[src/rtl/spq_pkg.sv]
// ----------------------------------------------------------------------------
// spq_pkg
// Shared types and codes for the sorted priority queue.
// ----------------------------------------------------------------------------
package spq_pkg;

  localparam int unsigned FIELD_W = 32;
  localparam int unsigned OCC_W   = 5;

  // Operation carried by each input beat.
  typedef enum logic [1:0] {
    FN_APPEND  = 2'd0,
    FN_INSERT  = 2'd1,
    FN_DEQUEUE = 2'd2,
    FN_NOP     = 2'd3
  } func_t;

  // Result status.
  typedef enum logic [1:0] {
    ST_OK    = 2'd0,
    ST_FULL  = 2'd1,
    ST_EMPTY = 2'd2
  } status_t;

  // One stored entry, value in the low half.
  typedef struct packed {
    logic [FIELD_W-1:0] pri;
    logic [FIELD_W-1:0] val;
  } entry_t;

  // Controller to datapath commands.
  typedef struct packed {
    logic load;      // latch the operand, restart the scan
    logic rd;        // read the entry at the scan position
    logic ins_step;  // one sorted insert step on the read entry
    logic deq_step;  // take the head entry off the queue
    logic tail_wr;   // write at the tail and grow the queue
    logic out_load;  // load the result register
  } spq_cmd_t;

  // Datapath to controller status.
  typedef struct packed {
    logic full;
    logic empty;
    logic last;      // scan position is the last stored entry
  } spq_sts_t;

endpackage

[src/rtl/sorted_priority_queue.sv]
// ----------------------------------------------------------------------------
// After acceptance a dropped append or insert, an empty dequeue or an unused
// code goes straight to the result; an append or an insert into an empty
// queue writes at the tail; a dequeue reads and takes the head entry; a
// sorted insert does one memory read and compare per stored entry, then the
// tail write. A new input beat is taken once the previous result is loaded.
// Reset (synchronous, rst_n low) empties the queue; entry storage is not reset.
// ----------------------------------------------------------------------------
// sorted_priority_queue
// Bounded queue of value/priority pairs with append, sorted insert and
// dequeue operations, one result beat per input beat.
// ----------------------------------------------------------------------------
module sorted_priority_queue
  import spq_pkg::*;
#(
  parameter int unsigned DEPTH = 16
) (
  input  logic        clk,
  input  logic        rst_n,
  // Input stream.
  input  logic        in_tvalid,
  output logic        in_tready,
  input  logic [63:0] in_tdata,   // [31:0] item_value, [63:32] item_priority
  input  logic [1:0]  in_tuser,   // [1:0] func
  // Result stream.
  output logic        out_tvalid,
  input  logic        out_tready,
  output logic [71:0] out_tdata,  // [31:0] head_value, [63:32] head_priority,
                                  // [68:64] occupancy, [71:69] zero
  output logic [1:0]  out_tuser   // [1:0] status
);

  spq_cmd_t         cmd;
  spq_sts_t         sts;
  status_t          res_status;
  entry_t           res_entry;
  logic [OCC_W-1:0] res_occ;

  // The controller walks each operation through its states; the datapath
  // keeps the entries in a circular memory addressed from the head pointer.
  // A sorted insert scans from the head. Up to the first entry whose
  // priority is not below the newcomer nothing moves; that slot takes the
  // newcomer, each later slot takes the entry carried from the slot before it,
  // and the last carried entry (or the newcomer, if no entry matched) lands at the tail.
  spq_ctrl u_ctrl (
    .clk        (clk),
    .rst_n      (rst_n),
    .in_valid   (in_tvalid),
    .in_ready   (in_tready),
    .in_func    (func_t'(in_tuser)),
    .out_valid  (out_tvalid),
    .out_ready  (out_tready),
    .out_status (res_status),
    .cmd        (cmd),
    .sts        (sts)
  );

  spq_dpath #(
    .DEPTH (DEPTH)
  ) u_dpath (
    .clk       (clk),
    .rst_n     (rst_n),
    .cmd       (cmd),
    .in_val    (in_tdata[31:0]),
    .in_pri    (in_tdata[63:32]),
    .sts       (sts),
    .res_entry (res_entry),
    .res_occ   (res_occ)
  );

  // The result register holds the beat while the consumer stalls.
  assign out_tdata = {3'b000, res_occ, res_entry.pri, res_entry.val};
  assign out_tuser = res_status;

  // A full and an empty queue at once would mean a corrupted count.
  a_full_empty: assert property (@(posedge clk) disable iff (!rst_n)
    !(sts.full && sts.empty))
    else $error("queue reports full and empty together");

  // An empty dequeue leaves nothing stored.
  a_empty_occ: assert property (@(posedge clk) disable iff (!rst_n)
    (out_tvalid && out_tuser == ST_EMPTY) |-> (out_tdata[68:64] == '0))
    else $error("empty status with nonzero occupancy");

  // A dropped append or insert only happens at full capacity.
  a_full_occ: assert property (@(posedge clk) disable iff (!rst_n)
    (out_tvalid && out_tuser == ST_FULL) |-> (out_tdata[68:64] == OCC_W'(DEPTH)))
    else $error("full status below capacity");

  // The block works on one beat at a time.
  a_one_item: assert property (@(posedge clk) disable iff (!rst_n)
    (in_tvalid && in_tready) |=> !in_tready)
    else $error("input accepted while an operation is in progress");

endmodule

[src/rtl/spq_dpath.sv]
// ----------------------------------------------------------------------------
// spq_dpath
// Circular entry memory, pointers, scan compare and result register.
// ----------------------------------------------------------------------------
module spq_dpath
  import spq_pkg::*;
#(
  parameter int unsigned DEPTH = 16
) (
  input  logic                clk,
  input  logic                rst_n,
  input  spq_cmd_t            cmd,
  input  logic [FIELD_W-1:0]  in_val,
  input  logic [FIELD_W-1:0]  in_pri,
  output spq_sts_t            sts,
  output entry_t              res_entry,
  output logic [OCC_W-1:0]    res_occ
);

  localparam int unsigned AW = (DEPTH > 1) ? $clog2(DEPTH) : 1;
  localparam int unsigned CW = $clog2(DEPTH + 1);

  entry_t          mem [DEPTH];
  entry_t          rdata_r;
  entry_t          opnd_r;
  entry_t          carry_r;
  entry_t          deq_r;
  entry_t          out_ent_r;
  logic [OCC_W-1:0] out_occ_r;
  logic [AW-1:0]   head_r;
  logic [CW-1:0]   count_r;
  logic [CW-1:0]   scan_r;
  logic            found_r;

  logic [AW-1:0]   rd_idx;
  logic [AW-1:0]   tail_idx;
  logic [AW-1:0]   waddr;
  entry_t          wdata;
  logic            we;
  logic            hit;
  logic [AW-1:0]   head_inc;

  // Queue position to memory slot; the sum stays below twice the depth.
  function automatic logic [AW-1:0] slot_of(input logic [AW-1:0] head,
                                            input logic [CW-1:0] off);
    logic [CW:0] s;
    s = (CW+1)'(head) + (CW+1)'(off);
    if (s >= (CW+1)'(DEPTH)) begin
      s = s - (CW+1)'(DEPTH);
    end
    return s[AW-1:0];
  endfunction

  always_comb begin
    rd_idx   = slot_of(head_r, scan_r);
    tail_idx = slot_of(head_r, count_r);
    hit      = $signed(rdata_r.pri) >= $signed(opnd_r.pri);
    we       = (cmd.ins_step && (found_r || hit)) || cmd.tail_wr;
    waddr    = cmd.tail_wr ? tail_idx : rd_idx;
    wdata    = found_r ? carry_r : opnd_r;
    head_inc = (head_r == AW'(DEPTH - 1)) ? '0 : head_r + AW'(1);
  end

  always_ff @(posedge clk) begin
    if (we) begin
      mem[waddr] <= wdata;
    end
    if (cmd.rd) begin
      rdata_r <= mem[rd_idx];
    end
  end

  always_ff @(posedge clk) begin
    if (!rst_n) begin
      head_r  <= '0;
      count_r <= '0;
      scan_r  <= '0;
      found_r <= 1'b0;
    end else begin
      if (cmd.load) begin
        scan_r  <= '0;
        found_r <= 1'b0;
      end
      if (cmd.ins_step) begin
        scan_r <= scan_r + CW'(1);
        if (found_r || hit) begin
          found_r <= 1'b1;
        end
      end
      if (cmd.deq_step) begin
        head_r  <= head_inc;
        count_r <= count_r - CW'(1);
      end
      if (cmd.tail_wr) begin
        count_r <= count_r + CW'(1);
      end
    end
  end

  // Operand, carried entry and result payload need no reset.
  always_ff @(posedge clk) begin
    if (cmd.load) begin
      opnd_r <= '{pri: in_pri, val: in_val};
      deq_r  <= '0;
    end
    if (cmd.ins_step && (found_r || hit)) begin
      carry_r <= rdata_r;
    end
    if (cmd.deq_step) begin
      deq_r <= rdata_r;
    end
    if (cmd.out_load) begin
      out_ent_r <= deq_r;
      out_occ_r <= OCC_W'(count_r);
    end
  end

  assign sts.full  = (count_r == CW'(DEPTH));
  assign sts.empty = (count_r == '0);
  assign sts.last  = ((scan_r + CW'(1)) == count_r);

  assign res_entry = out_ent_r;
  assign res_occ   = out_occ_r;

endmodule

[src/rtl/spq_ctrl.sv]
// ----------------------------------------------------------------------------
// spq_ctrl
// Operation sequencer and result handshake for the sorted priority queue.
// ----------------------------------------------------------------------------
module spq_ctrl
  import spq_pkg::*;
(
  input  logic     clk,
  input  logic     rst_n,
  input  logic     in_valid,
  output logic     in_ready,
  input  func_t    in_func,
  output logic     out_valid,
  input  logic     out_ready,
  output status_t  out_status,
  output spq_cmd_t cmd,
  input  spq_sts_t sts
);

  typedef enum logic [2:0] {
    S_IDLE,
    S_RD,
    S_CMP,
    S_TAIL,
    S_FIN
  } state_t;

  state_t  state_r;
  logic    is_deq_r;
  status_t status_r;
  status_t out_status_r;
  logic    out_valid_r;
  logic    accept;
  logic    out_free;

  assign in_ready = (state_r == S_IDLE);
  assign accept   = in_valid && in_ready;
  assign out_free = !out_valid_r || out_ready;

  always_comb begin
    cmd          = '0;
    cmd.load     = accept;
    cmd.rd       = (state_r == S_RD);
    cmd.ins_step = (state_r == S_CMP) && !is_deq_r;
    cmd.deq_step = (state_r == S_CMP) && is_deq_r;
    cmd.tail_wr  = (state_r == S_TAIL);
    cmd.out_load = (state_r == S_FIN) && out_free;
  end

  always_ff @(posedge clk) begin
    if (!rst_n) begin
      state_r      <= S_IDLE;
      is_deq_r     <= 1'b0;
      status_r     <= ST_OK;
      out_status_r <= ST_OK;
      out_valid_r  <= 1'b0;
    end else begin
      if ((state_r == S_FIN) && out_free) begin
        out_valid_r <= 1'b1;
      end else if (out_valid_r && out_ready) begin
        out_valid_r <= 1'b0;
      end
      unique case (state_r)
        S_IDLE: begin
          if (accept) begin
            is_deq_r <= (in_func == FN_DEQUEUE);
            unique case (in_func)
              FN_APPEND: begin
                if (sts.full) begin
                  status_r <= ST_FULL;
                  state_r  <= S_FIN;
                end else begin
                  status_r <= ST_OK;
                  state_r  <= S_TAIL;
                end
              end
              FN_INSERT: begin
                if (sts.full) begin
                  status_r <= ST_FULL;
                  state_r  <= S_FIN;
                end else if (sts.empty) begin
                  status_r <= ST_OK;
                  state_r  <= S_TAIL;
                end else begin
                  status_r <= ST_OK;
                  state_r  <= S_RD;
                end
              end
              FN_DEQUEUE: begin
                if (sts.empty) begin
                  status_r <= ST_EMPTY;
                  state_r  <= S_FIN;
                end else begin
                  status_r <= ST_OK;
                  state_r  <= S_RD;
                end
              end
              FN_NOP: begin
                status_r <= ST_OK;
                state_r  <= S_FIN;
              end
              default: begin
                status_r <= ST_OK;
                state_r  <= S_FIN;
              end
            endcase
          end
        end
        S_RD: begin
          state_r <= S_CMP;
        end
        S_CMP: begin
          if (is_deq_r) begin
            state_r <= S_FIN;
          end else if (sts.last) begin
            state_r <= S_TAIL;
          end else begin
            state_r <= S_RD;
          end
        end
        S_TAIL: begin
          state_r <= S_FIN;
        end
        S_FIN: begin
          if (out_free) begin
            out_status_r <= status_r;
            state_r      <= S_IDLE;
          end
        end
        default: begin
          state_r <= S_IDLE;
        end
      endcase
    end
  end

  assign out_valid  = out_valid_r;
  assign out_status = out_status_r;

endmodule
[config.mk]
export PLATFORM = sky130hd
export DESIGN_NAME = sorted_priority_queue
export DESIGN_NICKNAME = d
export VERILOG_FILES = /design/src/rtl/spq_pkg.sv /design/src/rtl/sorted_priority_queue.sv /design/src/rtl/spq_dpath.sv /design/src/rtl/spq_ctrl.sv
export SDC_FILE = /design/constraint.sdc
export NUM_CORES = 1
export LEC_CHECK = 0
export BUFFER_PORTS_ARGS = -buffer_cell sky130_fd_sc_hd__buf_2
export CAP_MARGIN = 20
export CORE_UTILIZATION = 62
export DETAILED_ROUTE_END_ITERATION = 10
export HOLD_SLACK_MARGIN = 0.06
export PLACE_DENSITY = 0.89
export SYNTH_ARGS = -nofsm -noshare
export SYNTH_HDL_FRONTEND = slang
export SYNTH_SLANG_ARGS = --single-unit
[constraint.sdc]
create_clock -name clk -period 9.6 [get_ports clk]
set_input_delay 1.44 -clock clk [delete_from_list [all_inputs] [get_ports clk]]
set_output_delay 1.44 -clock clk [all_outputs]
set_load 0.02 [all_outputs]
# ---- After elaboration in Yosys (flattened, before gate mapping)
# Memory sizes are Yosys's and may differ from the RTL's. A register that Yosys moved wholly into a read port is not among the register bits.
# Cells that the tools add are included.
dict set report op_classes {
  addsub 8
  order_cmp 3
  n_eq_ne 12
  mux 31
  n_reduce_logical 22
}
# op n
set op_table {}
lappend op_table {{two-way mux 64 bit} 3}
lappend op_table {{>= comparator 32 bit} 1}
lappend op_table {{two-way mux 5 bit} 4}
lappend op_table {{two-way mux 3 bit} 6}
lappend op_table {{two-way mux 4 bit} 4}
lappend op_table {{case mux 3 bit (5 select lines)} 1}
lappend op_table {{adder 4 x 5 -> 6 bit} 2}
lappend op_table {{>= comparator 6 x 5 -> 1 bit, second input constant} 2}
lappend op_table {{case mux 3 bit (4 select lines)} 1}
lappend op_table {{adder 5 x 1 -> 5 bit, second input constant} 2}
lappend op_table {{two-way mux 1 bit} 8}
lappend op_table {{nonzero test 2 bit} 4}
lappend op_table {{subtractor 4 x 1 -> 4 bit, second input constant} 2}
lappend op_table {{== test 3 x 2 -> 1 bit, second input constant} 2}
lappend op_table {{logical AND 1 bit} 6}
lappend op_table {{two-way mux 2 bit} 3}
lappend op_table {{case mux 2 bit (3 select lines)} 1}
lappend op_table {{AND reduction 2 bit} 3}
lappend op_table {{== test 5 bit} 1}
lappend op_table {{== test 5 bit, second input constant} 1}
lappend op_table {{zero test 5 bit} 1}
lappend op_table {{subtractor 5 x 1 -> 5 bit, second input constant} 1}
lappend op_table {{adder 4 x 1 -> 4 bit, second input constant} 1}
lappend op_table {{== test 2 bit, second input constant} 2}
lappend op_table {{other kinds (11)} 14}
dict set report totals {
  regBits 285
  ram_bits 1024
  in_bits 70
  out_inout_bits 76
  word_cells 95
  memories 1
}
# name depth word_bits rd rd_clocked_by_memory_dff wr line
set memory_table {}
lappend memory_table {u_dpath.mem 16 64 1 1 1 spq_dpath.sv:23} ;# entry_t mem [DEPTH];

# ---- Logic depth before layout (Yosys ltp)
dict set report depth {
  ltp_word 6
  mapped_depth 12
  ltp_nobuf 9
}

# ---- Modules after synthesis
# A second synthesis with hierarchy kept.
dict set report unflattened {
  cells_unflattened 2548
  hier_area_um2 52313.9
}
# module n_inst cells_each area_each_um2 seq_area_each_um2
set by_module_without_submodules {}
lappend by_module_without_submodules {spq_dpath 1 2486 51753.4 40809.1}
lappend by_module_without_submodules {spq_ctrl 1 58 534.3 180.2}
lappend by_module_without_submodules {sorted_priority_queue 1 4 26.3 0.0}

# ---- Worst setup path after synthesis
# Ideal clock, no wire load.
dict set report synth_path {
  path_kind {register -> register}
  startpoint {register u_dpath.head_r[0]}
  endpoint {memory u_dpath.mem[0][0] (netlist name), enable pin}
  setup_time_ps 565
  arrival_ps 6661
  required_ps 9035
  path_slack_ps 2375
  path_stages_with_launch 12
  period_less_slack_ps 7225
  cell_sequence {dfxtp_1 ha_1 inv_1 fa_1 buf_2 buf_2 clkbuf_1 clkbuf_1 nand3b_1 o21ai_0 nand2_1 nor3_1}
}
dict set report synth_via {
  elab_chain_cells 4
  elab_cells_between_ends 9
  classes_between {add/sub (4); order compare (2); mux (3)}
}
# item line
set synth_rtl {}
lappend synth_rtl {{from (decl)} spq_dpath.sv:30} ;# logic [AW-1:0] head_r;
lappend synth_rtl {{from (signal assigned)} spq_dpath.sv:91} ;# head_r <= head_inc;
lappend synth_rtl {{adder 4 x 5 -> 6 bit} spq_dpath.sv:47} ;# s = (CW+1)'(head) + (CW+1)'(off);
lappend synth_rtl {{>= comparator 6 x 5 -> 1 bit / subtractor 4 x 1 -> 4 bit (equally long branches)} {spq_dpath.sv:48, spq_dpath.sv:49}}
lappend synth_rtl {{two-way mux 4 bit} spq_dpath.sv:48} ;# if (s >= (CW+1)'(DEPTH)) begin
lappend synth_rtl {{two-way mux 4 bit (*)} spq_dpath.sv:59} ;# waddr = cmd.tail_wr ? tail_idx : rd_idx;
lappend synth_rtl {{to (decl)} spq_dpath.sv:23}
# Every way passes the cells marked *; elsewhere a longest branch is shown, timed or not.

# ---- Final worst setup path
dict set report layout_path {
  startpoint {register u_dpath.head_r[0]}
  endpoint {register u_dpath.rdata_r[6] (netlist name)}
}
dict set report layout_via {
  elab_chain_cells 3
  elab_cells_between_ends 4
  classes_between {add/sub (2); order compare (1); mux (1)}
}
# item line
set layout_rtl {}
lappend layout_rtl {{adder 4 x 5 -> 6 bit (*)} spq_dpath.sv:47}
lappend layout_rtl {{>= comparator 6 x 5 -> 1 bit / subtractor 4 x 1 -> 4 bit (equally long branches)} {spq_dpath.sv:48, spq_dpath.sv:49}}
lappend layout_rtl {{two-way mux 4 bit (*)} spq_dpath.sv:48}
# Marks and branches as above.
# A chain may end at the register's enable or synchronous reset.

==> impl_metrics.json <==
{
  "synthCells": 2610,
  "avgViaCountPerCell": 7.074,
  "design_area_um2": 58790,
  "cp.required_ns": 10.04,
  "r2r_setup_slack_ns": 4.56,
  "grt_pass1_vias": 29370,
  "pre_cts_slack_ns": 4.760,
  "cpPeakStageDelay_ns": 1.19,
  "setup_slack_ns": 4.560,
  "final.setup.tns_ns": 0,
  "synth_area_um2": 52270,
  "ys_warn_count": 0,
  "drv_slew": 0,
  "synth_flop_cell": "edfxtp_1",
  "status": "finished, final reports clean",
  "syn_to_final_growth_pct": 12.48,
  "critPathLaunchType": "flip-flop",
  "relSlewSlack_pct": 20.73,
  "post_cts_buffers": 0,
  "clkTransAtPathRegs_ns": 0.07,
  "combPwrFrac_pct": 6.8,
  "register_area_um2": 40990,
  "clock_skew_ns": 0.02886,
  "ant_nets": 0,
  "die_y_um": 292.4,
  "synth-seq-area-share_pct": 78.42,
  "clkPwrFrac_pct": 39.6,
  "dpl-instance-area_um2": 54640,
  "hold_path.startpoint": "u_dpath.deq_r[5]",
  "placement.io_buffers": 142,
  "power_switching_mw": 2.970,
  "hold_depth": 0,
  "synth_area_leaders": "edfxtp_1 (78%), mux4_2 (11%), nand2_1 (2.3%), ha_1 (1.0%), dfxtp_1 (0.92%)",
  "p_sw_share_pct": 22.88,
  "synth_most_common_cell": "edfxtp_1",
  "crit_top_cell": "buf_4",
  "rr_worst_depth": 10,
  "postSynth.asyncResetShare_pct": 0,
  "grt_pass1_wl_mm": 198.8,
  "path_class": "reg -> reg",
  "synth_common_cells": "edfxtp_1 (1349), nand2_1 (325), mux4_2 (256)",
  "p_int_mw": 10.01,
  "cts_sinks": 1373,
  "cts-root-buf": "clkbuf_16",
  "avgSynthCellArea_um2": 20.03,
  "seqPwrFrac_pct": 53.7,
  "finalSetupViolCount": 0,
  "slowest_stage": "fa_4",
  "drt_iter0_drc": 4761,
  "cts_tree": "built",
  "worstHoldEndpoint": "u_dpath.res_entry[5]",
  "fillCellCount": 4365,
  "wire_per_inst_um": 34.27,
  "rsz0062_at_grt": "false",
  "crit_chain": "ha_4, inv_1, fa_4, buf_4, buf_4, buf_16, mux4_2, nand2_1, and3_1, a31oi_1",
  "crit_path_max_fanout": 72,
  "ios": 146,
  "dieWidth_um": 292.4,
  "dp_hpwl_mm": 63.89,
  "fin_util_pct": 70.36,
  "fin_crit_ns": 5.040,
  "die-area_um2": 85470,
  "ys_types": 64,
  "grt_max_degree": 134,
  "cts-hold-fix-buffers": 0,
  "gp_congestion": 0.8374,
  "drt_pass1_iterations": 6,
  "cts_buffers": 130,
  "final_nets": 2964,
  "multiInputGateArea_um2": 10750,
  "reg2reg_to": "u_dpath.rdata_r[6]",
  "post_cts_resized": 0,
  "ys_ff_latch": 1373,
  "fin_crit_sh_pct": 52.50,
  "p_leak_nw": 19.62,
  "grt_antenna_before_repair": 2,
  "synth_edf_count": 1349,
  "whs_ns": 0.4167,
  "crit_path_end_kind": "flip-flop",
  "diodes": 0,
  "critPathBufInv": 4,
  "fp-row-count": 106,
  "initial_core_util_pct": 62.56,
  "totalWireLength_mm": 138.2,
  "drc_errors": 0,
  "synth_top_area_share_pct": 77.50,
  "cts_max_level": 4,
  "clock_latency_ns": 0.75,
  "core_area_um2": 83560,
  "yosysTopAreaCell": "edfxtp_1",
  "clock.fmax_ghz": 0.1984,
  "worstPathArrival_ns": 5.48,
  "tightestPinTransition_ns": 1.189,
  "drive_gt1_share_pct": 25.28,
  "worstReg2RegStart": "u_dpath.head_r[0]",
  "ir_drop_mv": 0.1541,
  "num_vias": 28510,
  "critPathTopFamily": "buffers and inverters",
  "grtUsageTotal_pct": 32.84,
  "pwr_density_cell_nw_per_um2": 220.8,
  "crit_cells": 10,
  "grt.overflow.total": 0,
  "hp-class": "reg -> reg",
  "hold_viol_final": 0,
  "maxCapViolCount": 0,
  "clock_path_buffers": 3
}
## stage by stage
step / std cells / total power [mW]
finish: 4031 / 12.98
global route: 4031 / 13.23
CTS: 4029 / 12.97
detailed placement: 3794 / 7.914
global placement: 3788 / 7.845
floorplan: 2612 / 7.614
## cell families (layout without fill, tap and decap cells)
kind of cell             Yosys count  after routing  synth area share, %
AND/OR/NAND/NOR                  538            538                4.847
flip-flops                      1373           1373                78.42
buffers and inverters            169            508                1.376
multiplexers                     294            294                11.86
adder cells (fa/ha/maj)           46             46                1.144
AO/OA/AOI/OAI                    167            167                1.973
XOR/XNOR                          22             22               0.3687
other                              1              3             0.007174
## area by class of cell
| class | count | share of cell area [%] |
|---|---|---|
| Clock buffer | 159 | 5.827 |
| Inverter | 42 | 0.2724 |
| Sequential cell | 1373 | 69.73 |
| Timing Repair Buffer | 231 | 2.384 |
| Tap cell | 1080 | 2.299 |
| Clock inverter | 76 | 1.207 |
| Multi-Input combinational cell | 1070 | 18.28 |
## placed cells by master, fill, tap and decap left out, types with 10 or more instances in the layout
cell,synthesis,final
a31oi_1,65,65
bufinv_16,0,10
mux2_2,33,33
buf_2,28,146
clkinv_2,0,26
inv_1,41,40
a21oi_1,23,22
edfxtp_1,1349,1349
buf_4,4,83
clkbuf_16,0,133
clkbuf_1,81,26
ha_1,43,42
o21ai_0,40,39
and3_1,65,65
and2_1,70,70
xnor2_1,14,12
nand2_1,325,324
nor3_2,1,15
nor2_1,11,11
dfxtp_1,24,23
clkinv_1,0,22
mux4_2,256,256
nand3_1,14,14
## power by group through the flow
stage                     sequential (mW)  combinational [mW]  clock, mW
final                                6.97               0.881       5.14
after floorplan                      7.08               0.537          0
after global placement               7.07               0.770          0
after detailed placement             7.08               0.831          0
after global routing                 6.97               0.925       5.34
after CTS                            6.96               0.865       5.14
## metal layers
metal,vias up,part of all wire [%],GRT usage [%]
li1,10870,-,-
met1,14190,32,42.11
met2,2877,49,52.58
met3,579,13,7.557
met4,0,5.8,18.34
met5,-,0,0
## worst register-to-register path: stages (launching register included)
cell and delay (ns):
dfxtp_1 0.52, ha_4 0.19, inv_1 0.05, fa_4 1.19, buf_4 0.94, buf_4 0.65
buf_16 0.38, mux4_2 0.46, nand2_1 0.11, and3_1 0.17, a31oi_1 0.06
## worst max path at each step
stage / start / to / slack [ns]
final: u_dpath.head_r[0] / u_dpath.rdata_r[6] / 4.56
after global routing: u_dpath.scan_r[0] / u_dpath.rdata_r[6] / 4.47
after CTS: u_dpath.head_r[1] / u_dpath.mem[7][24] / 4.58
after detailed placement: u_dpath.head_r[0] / u_dpath.rdata_r[15] / 4.76
after global placement: u_dpath.scan_r[0] / u_dpath.rdata_r[10] / 4.68
after floorplan: u_dpath.head_r[0] / u_dpath.mem[0][0] / 2.37
## sequential cells by signal, indices dropped and copies added (netlist names), 2 cells and up
name,count
u_ctrl.out_status,2
u_ctrl.state_r,3
u_ctrl.status_r,2
u_dpath.carry_r,64
u_dpath.count_r,5
u_dpath.deq_r,64
u_dpath.head_r,4
u_dpath.mem,1024
u_dpath.opnd_r,64
u_dpath.rdata_r,64
u_dpath.res_entry,64
u_dpath.res_occ,5
u_dpath.scan_r,5
No activity file was read; power rests on OpenSTA's default activity.
